--- config.mk ---
export PLATFORM = sky130hd
export DESIGN_NAME = ultrasonic_frame_filter_top
export DESIGN_NICKNAME = d
export VERILOG_FILES = /design/src/hw/rtl/uff_pkg.sv /design/src/hw/rtl/uff_fifo.sv /design/src/hw/rtl/uff_front.sv /design/src/hw/rtl/uff_back.sv /design/src/hw/rtl/ultrasonic_frame_filter_top.sv
export SDC_FILE = /design/constraint.sdc
export NUM_CORES = 1
export LEC_CHECK = 0
export ABC_CLOCK_PERIOD_IN_PS = 13300
export BUFFER_PORTS_ARGS = -buffer_cell sky130_fd_sc_hd__buf_2
export CAP_MARGIN = 20
export CORE_MARGIN = 2
export CORE_UTILIZATION = 65
export CTS_CLUSTER_SIZE = 20
export DETAILED_ROUTE_END_ITERATION = 16
export PLACE_DENSITY = 0.82
export SLEW_MARGIN = 15
export SYNTH_ARGS = -nofsm -noshare
export SYNTH_HDL_FRONTEND = slang
export SYNTH_SLANG_ARGS = --single-unit
--- constraint.sdc ---
create_clock -name clk -period 13.3 [get_ports clk]
set_clock_uncertainty 0.1 [all_clocks]
set_input_delay 1.995 -clock clk [delete_from_list [all_inputs] [get_ports clk]]
set_output_delay 1.995 -clock clk [all_outputs]
set_load 0.01 [all_outputs]
--- src/hw/rtl/uff_pkg.sv ---
`timescale 1ns / 1ps
// ----------------------------------------------------------------------------
// Ultrasonic frame filter package
// Shared types and fixed constants for the frame checker and range filter.
// ----------------------------------------------------------------------------
package uff_pkg;

	// Configuration port layout
	localparam int CFG_IDX_W  = 2;
	localparam int CFG_DATA_W = 9;

	// Register indexes
	localparam logic [CFG_IDX_W-1:0] REG_ALPHA  = 2'd0;
	localparam logic [CFG_IDX_W-1:0] REG_MARKER = 2'd1;

	// Register reset values
	localparam logic [8:0] ALPHA_RESET  = 9'd128;
	localparam logic [7:0] MARKER_RESET = 8'hFF;

	// Filter weight of one, and the shift that divides by it
	localparam logic [8:0] ALPHA_ONE   = 9'd256;
	localparam int         ALPHA_SHIFT = 8;
	localparam int         ALPHA_HALF  = 128;

	// Distance handling
	localparam logic [15:0] FAILSAFE_MM  = 16'd6000;
	localparam logic [11:0] RANGE_MIN_MM = 12'd200;
	localparam logic [11:0] RANGE_MAX_MM = 12'd4000;

	// Queue depths (powers of two)
	localparam int FRM_DEPTH = 4;
	localparam int RES_DEPTH = 4;

	// A checked frame on its way from the front to the back
	typedef struct packed {
		logic        ch;
		logic        fail;
		logic [15:0] dist_mm;
	} frame_t;

	// One result beat
	typedef struct packed {
		logic        ch;
		logic [11:0] range_mm;
		logic        fail;
	} result_t;

endpackage

--- src/hw/rtl/uff_fifo.sv ---
`timescale 1ns / 1ps
// ----------------------------------------------------------------------------
// Small register queue
// First-in first-out buffer of flip-flops with full and empty flags.
// ----------------------------------------------------------------------------
module uff_fifo #(
	parameter int WIDTH = 8,
	parameter int DEPTH = 4
) (
	input  logic             clk,
	input  logic             arst_n,
	input  logic             wr_en,
	input  logic [WIDTH-1:0] wr_data,
	output logic             full,
	input  logic             rd_en,
	output logic [WIDTH-1:0] rd_data,
	output logic             empty
);

	localparam int PTR_W = (DEPTH > 1) ? $clog2(DEPTH) : 1;
	localparam int CNT_W = $clog2(DEPTH + 1);

	logic [WIDTH-1:0] mem_q [DEPTH];
	logic [PTR_W-1:0] wr_ptr_q;
	logic [PTR_W-1:0] rd_ptr_q;
	logic [CNT_W-1:0] count_q;
	logic             do_wr;
	logic             do_rd;

	assign full    = (count_q == CNT_W'(DEPTH));
	assign empty   = (count_q == '0);
	assign do_wr   = wr_en && !full;
	assign do_rd   = rd_en && !empty;
	assign rd_data = mem_q[rd_ptr_q];

	// Storage is written without reset.
	always_ff @(posedge clk) begin
		if (do_wr) begin
			mem_q[wr_ptr_q] <= wr_data;
		end
	end

	// Pointers wrap at the depth; the count tracks occupancy.
	always_ff @(posedge clk or negedge arst_n) begin
		if (!arst_n) begin
			wr_ptr_q <= '0;
			rd_ptr_q <= '0;
			count_q  <= '0;
		end else begin
			if (do_wr) begin
				wr_ptr_q <= (wr_ptr_q == PTR_W'(DEPTH - 1)) ? '0 : wr_ptr_q + 1'b1;
			end
			if (do_rd) begin
				rd_ptr_q <= (rd_ptr_q == PTR_W'(DEPTH - 1)) ? '0 : rd_ptr_q + 1'b1;
			end
			if (do_wr && !do_rd) begin
				count_q <= count_q + 1'b1;
			end else if (do_rd && !do_wr) begin
				count_q <= count_q - 1'b1;
			end
		end
	end

endmodule

--- src/hw/rtl/uff_front.sv ---
`timescale 1ns / 1ps
// ----------------------------------------------------------------------------
// Ultrasonic frame filter front end
// Collects four-byte frames, checks start byte and checksum, and queues
// the distance of every good frame with its fail-safe substitution applied.
// ----------------------------------------------------------------------------
module uff_front #(
	parameter int CHANNELS = 2
) (
	input  logic            clk,
	input  logic            arst_n,
	input  logic [7:0]      start_marker,
	input  logic            push,
	input  logic            channel,
	input  logic            frame_start,
	input  logic [7:0]      rx_byte,
	input  logic            frm_full,
	output logic            frm_push,
	output uff_pkg::frame_t frm_data
);

	// Byte position codes
	localparam logic [1:0] POS_IDLE = 2'd0;
	localparam logic [1:0] POS_HIGH = 2'd1;
	localparam logic [1:0] POS_LOW  = 2'd2;
	localparam logic [1:0] POS_SUM  = 2'd3;

	logic [1:0]  pos_q;
	logic        header_ok_q;
	logic [7:0]  high_q;
	logic [7:0]  low_q;
	logic        accept;
	logic [7:0]  sum;
	logic        ch_ok;
	logic [15:0] raw_dist;

	assign accept   = push && !frm_full;
	assign sum      = start_marker + high_q + low_q;
	assign ch_ok    = (int'(channel) < CHANNELS);
	assign raw_dist = {high_q, low_q};

	// A checksum beat of a good frame goes to the queue.
	assign frm_push = accept && !frame_start && (pos_q == POS_SUM) && header_ok_q &&
		(rx_byte == sum) && ch_ok;

	// A zero distance is replaced by the fail-safe value.
	always_comb begin
		frm_data.ch      = channel;
		frm_data.fail    = (raw_dist == '0);
		frm_data.dist_mm = (raw_dist == '0) ? uff_pkg::FAILSAFE_MM : raw_dist;
	end

	// Frame collection; a frame start always restarts the frame.
	always_ff @(posedge clk or negedge arst_n) begin
		if (!arst_n) begin
			pos_q       <= POS_IDLE;
			header_ok_q <= 1'b0;
			high_q      <= '0;
			low_q       <= '0;
		end else if (accept) begin
			if (frame_start) begin
				header_ok_q <= (rx_byte == start_marker);
				pos_q       <= POS_HIGH;
			end else begin
				case (pos_q)
					POS_HIGH: begin
						high_q <= rx_byte;
						pos_q  <= POS_LOW;
					end
					POS_LOW: begin
						low_q <= rx_byte;
						pos_q <= POS_SUM;
					end
					default: begin
						pos_q <= POS_IDLE;
					end
				endcase
			end
		end
	end

endmodule

--- src/hw/rtl/uff_back.sv ---
`timescale 1ns / 1ps
// ----------------------------------------------------------------------------
// Ultrasonic frame filter back end
// Per-channel moving-average filter: a multiply stage, then an update stage
// that writes the filter state and queues the clamped range.
// ----------------------------------------------------------------------------
module uff_back #(
	parameter int CHANNELS  = 2,
	parameter int FRAC_BITS = 8
) (
	input  logic             clk,
	input  logic             arst_n,
	input  logic [8:0]       alpha,
	input  logic             frm_empty,
	input  uff_pkg::frame_t  frm_data,
	output logic             frm_pop,
	input  logic             res_full,
	output logic             res_push,
	output uff_pkg::result_t res_data
);

	localparam int FW    = 16 + FRAC_BITS;
	localparam int DW    = FW + 1;
	localparam int PW    = DW + 10;
	localparam int IDX_W = (CHANNELS > 1) ? $clog2(CHANNELS) : 1;
	localparam logic signed [PW-1:0] ROUND = PW'(uff_pkg::ALPHA_HALF);

	logic [FW-1:0]           filt_q [CHANNELS];
	logic                    issue;
	logic [IDX_W-1:0]        rd_idx;
	logic [FW-1:0]           old_val;
	logic [FW-1:0]           sample;
	logic signed [DW-1:0]    diff;
	logic signed [PW-1:0]    prod;

	logic                    valid_s1;
	logic                    ch_s1;
	logic                    fail_s1;
	logic [FW-1:0]           old_s1;
	logic signed [PW-1:0]    prod_s1;

	logic signed [PW-1:0]    rnd_s2;
	logic signed [PW-1:0]    sum_s2;
	logic [FW-1:0]           f_new;
	logic [15:0]             mm;
	logic [11:0]             range_clamped;
	logic [IDX_W-1:0]        wr_idx;

	// One frame in flight; the result queue cannot fill while it is.
	assign issue   = !frm_empty && !valid_s1 && !res_full;
	assign frm_pop = issue;

	// Stage 1: weighted difference between new sample and old filter value.
	assign rd_idx  = IDX_W'(frm_data.ch);
	assign old_val = filt_q[rd_idx];
	assign sample  = FW'(frm_data.dist_mm) << FRAC_BITS;
	assign diff    = $signed({1'b0, sample}) - $signed({1'b0, old_val});
	assign prod    = $signed({1'b0, alpha}) * diff;

	always_ff @(posedge clk or negedge arst_n) begin
		if (!arst_n) begin
			valid_s1 <= 1'b0;
		end else begin
			valid_s1 <= issue;
		end
	end

	always_ff @(posedge clk) begin
		if (issue) begin
			ch_s1   <= frm_data.ch;
			fail_s1 <= frm_data.fail;
			old_s1  <= old_val;
			prod_s1 <= prod;
		end
	end

	// Stage 2: rounded divide by the weight of one and add to the old value.
	assign rnd_s2 = prod_s1 + ROUND;
	assign sum_s2 = PW'($signed({1'b0, old_s1})) + (rnd_s2 >>> uff_pkg::ALPHA_SHIFT);
	assign f_new  = sum_s2[FW-1:0];
	assign mm     = f_new[FW-1:FRAC_BITS];
	assign wr_idx = IDX_W'(ch_s1);

	// Clamp the integer millimetres to the reporting range.
	always_comb begin
		if (mm < 16'(uff_pkg::RANGE_MIN_MM)) begin
			range_clamped = uff_pkg::RANGE_MIN_MM;
		end else if (mm > 16'(uff_pkg::RANGE_MAX_MM)) begin
			range_clamped = uff_pkg::RANGE_MAX_MM;
		end else begin
			range_clamped = mm[11:0];
		end
	end

	assign res_push          = valid_s1;
	assign res_data.ch       = ch_s1;
	assign res_data.range_mm = range_clamped;
	assign res_data.fail     = fail_s1;

	// Filter state, cleared at reset.
	always_ff @(posedge clk or negedge arst_n) begin
		if (!arst_n) begin
			for (int i = 0; i < CHANNELS; i++) begin
				filt_q[i] <= '0;
			end
		end else if (valid_s1) begin
			filt_q[wr_idx] <= f_new;
		end
	end

	// A frame never follows another into stage 1 directly.
	a_single_in_flight: assert property (@(posedge clk) disable iff (!arst_n)
		valid_s1 |=> !valid_s1)
		else $error("back end issued while a frame was in flight");

	// The result queue always has room for a finished frame.
	a_room_for_result: assert property (@(posedge clk) disable iff (!arst_n)
		valid_s1 |-> !res_full)
		else $error("result queue full when a result was ready");

	// The reported range lies within the clamp limits.
	a_range_clamped: assert property (@(posedge clk) disable iff (!arst_n)
		res_push |-> (res_data.range_mm >= uff_pkg::RANGE_MIN_MM &&
			res_data.range_mm <= uff_pkg::RANGE_MAX_MM))
		else $error("reported range outside limits");

endmodule

--- src/hw/rtl/ultrasonic_frame_filter_top.sv ---
`timescale 1ns / 1ps
// A checksum beat passes the frame queue and filter stage 1 before empty goes low.
// Throughput: one byte beat per cycle; the filter holds one frame at a time and a frame is
// at least four beats long, so the input only stalls on a full result queue.
// Reset: arst_n clears frame collection, both filters to zero, the queues and the
// registers to alpha 128 and start marker 0xFF, all at once with no clearing pass.
// ----------------------------------------------------------------------------
// Ultrasonic frame filter
// Frame checker and per-channel moving-average range filter with queue ports.
// ----------------------------------------------------------------------------
module ultrasonic_frame_filter_top #(
	parameter int CHANNELS  = 2,
	parameter int FRAC_BITS = 8
) (
	input  logic                           clk,
	input  logic                           arst_n,
	// Configuration
	input  logic                           cfg_we,
	input  logic [uff_pkg::CFG_IDX_W-1:0]  cfg_index,
	input  logic [uff_pkg::CFG_DATA_W-1:0] cfg_wdata,
	// Byte input
	input  logic                           push,
	output logic                           full,
	input  logic                           channel,
	input  logic                           frame_start,
	input  logic [7:0]                     rx_byte,
	// Results
	output logic                           empty,
	input  logic                           pop,
	output logic                           out_channel,
	output logic [11:0]                    range_mm,
	output logic                           fail_substituted
);

	logic [8:0]       alpha_q;
	logic [7:0]       marker_q;

	logic             frm_push;
	uff_pkg::frame_t  frm_wdata;
	logic             frm_full;
	logic             frm_pop;
	uff_pkg::frame_t  frm_rdata;
	logic             frm_empty;

	logic             res_push;
	uff_pkg::result_t res_wdata;
	logic             res_full;
	uff_pkg::result_t res_rdata;

	// Configuration registers; alpha saturates at one when written.
	always_ff @(posedge clk or negedge arst_n) begin
		if (!arst_n) begin
			alpha_q  <= uff_pkg::ALPHA_RESET;
			marker_q <= uff_pkg::MARKER_RESET;
		end else if (cfg_we) begin
			case (cfg_index)
				uff_pkg::REG_ALPHA: begin
					alpha_q <= (cfg_wdata > uff_pkg::ALPHA_ONE) ? uff_pkg::ALPHA_ONE
						: cfg_wdata;
				end
				uff_pkg::REG_MARKER: begin
					marker_q <= cfg_wdata[7:0];
				end
				default: begin
				end
			endcase
		end
	end

	assign full = frm_full;

	uff_front #(
		.CHANNELS(CHANNELS)
	) u_front (
		.clk(clk),
		.arst_n(arst_n),
		.start_marker(marker_q),
		.push(push),
		.channel(channel),
		.frame_start(frame_start),
		.rx_byte(rx_byte),
		.frm_full(frm_full),
		.frm_push(frm_push),
		.frm_data(frm_wdata)
	);

	// Queue of checked frames between front and back.
	uff_fifo #(
		.WIDTH($bits(uff_pkg::frame_t)),
		.DEPTH(uff_pkg::FRM_DEPTH)
	) u_frm_fifo (
		.clk(clk),
		.arst_n(arst_n),
		.wr_en(frm_push),
		.wr_data(frm_wdata),
		.full(frm_full),
		.rd_en(frm_pop),
		.rd_data(frm_rdata),
		.empty(frm_empty)
	);

	uff_back #(
		.CHANNELS(CHANNELS),
		.FRAC_BITS(FRAC_BITS)
	) u_back (
		.clk(clk),
		.arst_n(arst_n),
		.alpha(alpha_q),
		.frm_empty(frm_empty),
		.frm_data(frm_rdata),
		.frm_pop(frm_pop),
		.res_full(res_full),
		.res_push(res_push),
		.res_data(res_wdata)
	);

	// Result queue facing the consumer.
	uff_fifo #(
		.WIDTH($bits(uff_pkg::result_t)),
		.DEPTH(uff_pkg::RES_DEPTH)
	) u_res_fifo (
		.clk(clk),
		.arst_n(arst_n),
		.wr_en(res_push),
		.wr_data(res_wdata),
		.full(res_full),
		.rd_en(pop),
		.rd_data(res_rdata),
		.empty(empty)
	);

	assign out_channel      = res_rdata.ch;
	assign range_mm         = res_rdata.range_mm;
	assign fail_substituted = res_rdata.fail;

endmodule

==> Yosys cells after proc, flatten, opt, wreduce, memory -nomap -nowiden <==
Memories as Yosys holds them, arrays and structs flattened.
Index checks and enable logic that the tools add are counted.
{ "classes": {"shift": 0, "reduce_logical": 37, "bitwise": 3, "eq_ne": 12, "n_mul": 1, "mux": 24, "n_lt_le_gt_ge": 6, "div_mod_pow": 0, "n_addsub": 13} }
{ "op_table": {"columns": ["op", "n"], "rows": [
  ["$mux 24", 4],
  ["$bwmux 48", 1],
  ["$add 32x9->32 const B", 1],
  ["$mul 10x25->32", 1],
  ["$sub 24x24->25", 1],
  ["$add 24x24->24", 1],
  ["$demux 24 s1", 1],
  ["$mux 12", 2],
  ["$add 8x8->8", 2],
  ["$eq 8x8->1", 2],
  ["$gt 16x12->1 const B", 1],
  ["$logic_and 1x1->1", 16],
  ["$logic_not 16->1", 1],
  ["$lt 16x8->1 const B", 1],
  ["$mux 16", 1],
  ["$eq 2x2->1 const B", 6],
  ["$mux 3", 4],
  ["$logic_not 1->1", 10],
  ["$mux 2", 5],
  ["$gt 9x9->1 const B", 1],
  ["$mux 9", 1],
  ["$add 2x1->2 const B", 4],
  ["$add 3x1->3 const B", 2],
  ["$eq 3x3->1 const B", 2],
  ["13 further kinds", 25]
]} }
{ "totals": {"out_inout_bits": 16, "in_bits": 26, "ram_bits": 128, "latch_bits": 0, "n_memories": 2, "reg_bits": 157, "mem_bits_ro": 0} }
{ "memory_table": {"columns": ["name", "depth", "width", "read_ports", "rd_ports_with_merged_regs", "wr", "line", "text"], "rows": [
  ["u_frm_fifo.mem_q", 4, 18, 1, 0, 1, "uff_fifo.sv:23", "logic [WIDTH-1:0] mem_q [DEPTH];"],
  ["u_res_fifo.mem_q", 4, 14, 1, 0, 1, "uff_fifo.sv:23", null]
]} }

==> Depth between registers and ports, before layout <==
{ "depth": {"word_depth": 12, "ltp_mapped": 37} }

==> Hierarchy <==
A second synthesis with hierarchy kept.
{ "unflattened": {"cells_unflattened": 1955, "hier_area_um2": 21758.4} }
{ "modules_own_cells": {"columns": ["mod", "area_per_inst_um2", "cells_each", "n_inst", "seq_area_each_um2"], "rows": [
  ["uff_back", 14074.7, 1533, 1, 2757.6],
  ["uff_fifo at u_frm_fifo", 3046.7, 131, 1, 2337.2],
  ["uff_fifo at u_res_fifo", 2461.1, 110, 1, 1856.8],
  ["uff_front", 1453.9, 136, 1, 475.5],
  ["ultrasonic_frame_filter_top", 721.9, 45, 1, 436.7]
]} }

==> Worst setup path before layout <==
Ideal clock, no wire load.
{ "synth_path": {"kind": "reg2reg", "start": "register u_frm_fifo.rd_ptr_q[1]", "end": "register u_back.prod_s1[31], data pin", "stages_incl_launch_ff": 36, "setup_ns": 0.268, "n_path_buf": 4, "period_less_slack_ns": 8.858, "t_required_ns": 12.932, "t_arrival_ns": 8.490, "setup_slack_ns": 4.442, "path_cell_list": "dfrtp_1 buf_4 mux2i_1 nand2_1 o21ai_4 inv_2 clkbuf_1 buf_2 buf_2 mux2i_1 ha_1 or4bb_1 o41ai_2 a21oi_2 a21oi_2 a21o_1 a21oi_1 xnor2_1 nand2_1 fa_1 inv_1 fa_1 fa_1 fa_1 inv_1 fa_1 inv_1 ha_1 a21o_1 a21o_1 a21oi_1 nor2_1 a21oi_1 o211ai_2 a311oi_1 xnor3_1"} }
{ "synth_rtl": {"columns": ["item", "line", "text"], "rows": [
  ["start, declared", "uff_fifo.sv:25", "logic [PTR_W-1:0] rd_ptr_q;"],
  ["start signal, assigned", "uff_fifo.sv:54", "rd_ptr_q <= (rd_ptr_q == PTR_W'(DEPTH - 1)) ? '0 : rd_ptr_q + 1'b1;"],
  ["end signal, assigned", "uff_back.sv:73", "prod_s1 <= prod;"],
  ["end, declared", "uff_back.sv:40", "logic signed [PW-1:0] prod_s1;"]
]} }

==> Final worst setup path <==
{ "layout_path": {"start": "register u_frm_fifo.rd_ptr_q[1]", "end": "register u_back.prod_s1[31], data pin"} }
{ "layout_between": {"elab_chain_cells": 7} }
{ "layout_rtl": {"columns": ["item", "line", "text"], "rows": [
  ["$mem_v2 4x18 *", null, null],
  ["$not 1->2 (implied by the code)", "uff_back.sv:55", "assign old_val = filt_q[rd_idx];"],
  ["$mux 24 (implied by the code) (3 in a row)", "uff_back.sv:55", null],
  ["$sub 24x24->25 *", "uff_back.sv:57", "assign diff = $signed({1'b0, sample}) - $signed({1'b0, old_val});"],
  ["$mul 10x25->32 *", "uff_back.sv:58", "assign prod = $signed({1'b0, alpha}) * diff;"],
  ["via u_back.prod[31]", "uff_back.sv:34", "logic signed [PW-1:0] prod;"]
]} }
Mark *: on every way through the listed nets, which the timed path passes. The rest lies on a longest branch. The select of a mux whose other input is x is not followed.
A chain may end at the register's enable or synchronous reset.

==> impl_metrics.ini <==
[die]
num_rows = 66
die-area_um2 = 34100
fp.dieH_um = 185
start_util_pct = 65.6
ios = 42
core-area_um2 = 32400
die_x_um = 185

[synth]
yosys-mux-area-fraction_pct = 6.90
synthCells = 1913
ys_types = 86
synth_fa_ha_area_share_pct = 24.8
syn_avg_cell_area_um2 = 11.1
synth_seq_area_share_pct = 37.1
synth-compound-area-share_pct = 6.99
async_flop_share_pct = 35.6
yosys-top-cells-count = 243 x inv_1, 221 x nand2_1, 183 x fa_1, 179 x edfxtp_1, 128 x ha_1
syn_area_um2 = 21200
yosysTopAreaCell = edfxtp_1
synth.ff_latch_count = 278
synth_simple_gate_area_share_pct = 13.6
synth_xor_xnor_area_share_pct = 5.14
synth_edf_count = 179
synth_top_area_share_pct = 25.3
synth.area.top_cells = edfxtp_1 25%, fa_1 17%, dfrtp_1 11%
yosysWarnings = 0
synth_nets = 2250
yosys_most_used_dff = edfxtp_1
synth_most_common_cell = inv_1
synth_top_family_by_area = adder cells

[timing]
slew_violations = 0
fmaxAchievable_ghz = 0.105
post-route-period-util_pct = 71.7
tns_ps = 0
tightestPinTransition_ps = 1010
max_slew_margin_pct = 32.4
setup_viol = 0
rsz0062_at_grt = no
min_period_ps = 9540
hold_viol = 0
fin_ws_ps = 3760

[grt]
grt_usage_pct = 28.4
grt_pass1_vias = 15000
grt_first_pass_wirelength_mm = 76.1
grt_antenna_before_repair = 0
grt_max_degree = 62
gr-total-overflow = 0

[clocking]
numCtsBuffers = 28
ctsHoldBuffers = 0
cts_buffer_depth = 3
cts.sinks = 278
post_cts_buffers = 0
clk_pin_slew_ps = 60
root_buffer = clkbuf_16
cts_resized = 0
htree_levels = 1
cts_tree = done
clk_latency_ps = 540

[placement]
place_ws_ps = 3800
place.gp.congestion = 0.859
dp_hpwl_mm = 33.9
portBuffers = 41

[worst_setup_path]
crit_slowest_cell = xnor2_1
worst_setup_path_end_kind = flip-flop
criticalPathCategory = flip-flop to flip-flop
max_stage_delay_ps = 610
cp.arrival_ps = 9730
crit_path_max_fanout = 33
worstPathRequired_ps = 13490
start_kind = flip-flop
crit_path_frequent_cell = fa_1

[worst_hold_path]
min_path_type = flip-flop to flip-flop

[finish]
fin_nets = 2273
antenna_cells = 0
fill_cells = 2325
synthToLayoutAreaGrowth_pct = 7.22
drive_above_1_share_pct = 11.0

[route]
avgRoutedWirePerCell_um = 18.9
avgViaCountPerCell = 5.88
drc = 0
drt-total-wl_mm = 45.4
ant_nets = 0
vias = 14100
dr.pass1.iters = 5
drt_first_iter_violations = 1110

[flow_run]
drv_cap = 0

[outcome]
outcome = finished clean
==> through the flow <==
step                utilization, %  cells  hold slack (ps)  cell area [um2]
CTS                           70.2   2399              385            22700
global route                  70.3   2400              408            22800
global placement              67.5   2347              362            21900
detailed placement            67.5   2347              370            21900
floorplan                        -   1913              349            21200
finish                        70.3   2400              386            22800
==> cell type report <==
type / count / area, um2 / share of cell area, %
Clock buffer: 33 / 719 / 3.16
Clock inverter: 19 / 168 / 0.737
Inverter: 244 / 916 / 4.03
Multi-Input combinational cell: 1325 / 12200 / 53.6
Sequential cell: 278 / 7860 / 34.6
Tap cell: 442 / 553 / 2.43
Timing Repair Buffer: 59 / 343 / 1.51
==> registers in the layout, summed over array words and instances, names as in the netlist <==
| register | count |
|---|---|
| alpha_q | 9 |
| marker_q | 8 |
| u_back.ch_s1 | 1 |
| u_back.fail_s1 | 1 |
| u_back.filt_q | 48 |
| u_back.old_s1 | 24 |
| u_back.prod_s1 | 25 |
| u_back.res_push | 1 |
| u_frm_fifo.count_q | 3 |
| u_frm_fifo.mem_q | 72 |
| u_frm_fifo.rd_ptr_q | 2 |
| u_frm_fifo.wr_ptr_q | 2 |
| u_front.header_ok_q | 1 |
| u_front.high_q | 8 |
| u_front.low_q | 8 |
| u_front.pos_q | 2 |
| u_res_fifo.count_q | 3 |
| u_res_fifo.mem_q | 56 |
| u_res_fifo.rd_ptr_q | 2 |
| u_res_fifo.wr_ptr_q | 2 |
==> critical path, delay by kind of cell, from the launching register on <==
kind	cells	cell delay, ps
mux	2	640
xor+xnor	2	870
simple gates	3	780
flops	1	320
compound gates	12	2370
buf+inv	5	840
fa+ha+maj	7	3360
==> cells in the final DEF, fill, tap and decap left out, types with 31 or more instances in the layout <==
master | netlist | routed
edfxtp_1 | 179 | 179
ha_1 | 128 | 128
xor2_1 | 43 | 43
o21ai_0 | 71 | 71
fa_1 | 183 | 183
mux2_2 | 44 | 44
nand2b_1 | 34 | 34
xnor2_1 | 77 | 77
nor2_1 | 54 | 54
a21oi_1 | 49 | 49
buf_2 | 2 | 40
a21o_1 | 36 | 36
inv_1 | 243 | 243
mux4_2 | 31 | 31
and2_1 | 115 | 115
nand2_1 | 221 | 221
dfrtp_1 | 90 | 90
==> logic make-up after synthesis <==
group                    count (synthesis)
buffers and inverters                  310
flip-flops                             278
XOR/XNOR                               122
AO/OA/AOI/OAI                          226
multiplexers                           102
AND/OR/NAND/NOR                        564
adder cells (fa/ha/maj)                311
==> metal layers <==
| layer | up-vias | global-route usage [%] | part of all wire, % |
|---|---|---|---|
| met4 | 0 | 8.63 | 2.9 |
| met2 | 446 | 50.0 | 52 |
| met5 | - | 0 | 0 |
| li1 | 6475 | - | - |
| met3 | 107 | 3.10 | 4.6 |
| met1 | 7077 | 37.3 | 41 |
==> worst paths after layout <==
kind / from / slack, ps / cells after the start / end
max in group asynchronous: arst_n / 10590 / 2 / u_back.filt_q[26]$_DFFE_PN0P_
min: u_back.filt_q[41]$_DFFE_PN0P_ / 390 / 2 / u_back.filt_q[41]$_DFFE_PN0P_
min in group asynchronous: arst_n / 1300 / 1 / u_front.pos_q[0]$_DFFE_PN0P_
max reg2reg: u_frm_fifo.rd_ptr_q[1]$_DFFE_PN0P_ / 3760 / 31 / u_back.prod_s1[31]$_DFFE_PP_
max: u_frm_fifo.rd_ptr_q[1]$_DFFE_PN0P_ / 3760 / 31 / u_back.prod_s1[31]$_DFFE_PP_
min reg2reg: u_back.filt_q[41]$_DFFE_PN0P_ / 390 / 2 / u_back.filt_q[41]$_DFFE_PN0P_
Power is left out: the tool's default activity adds up to more than one toggle a clock period on the data nets, which glitch-free logic cannot reach.
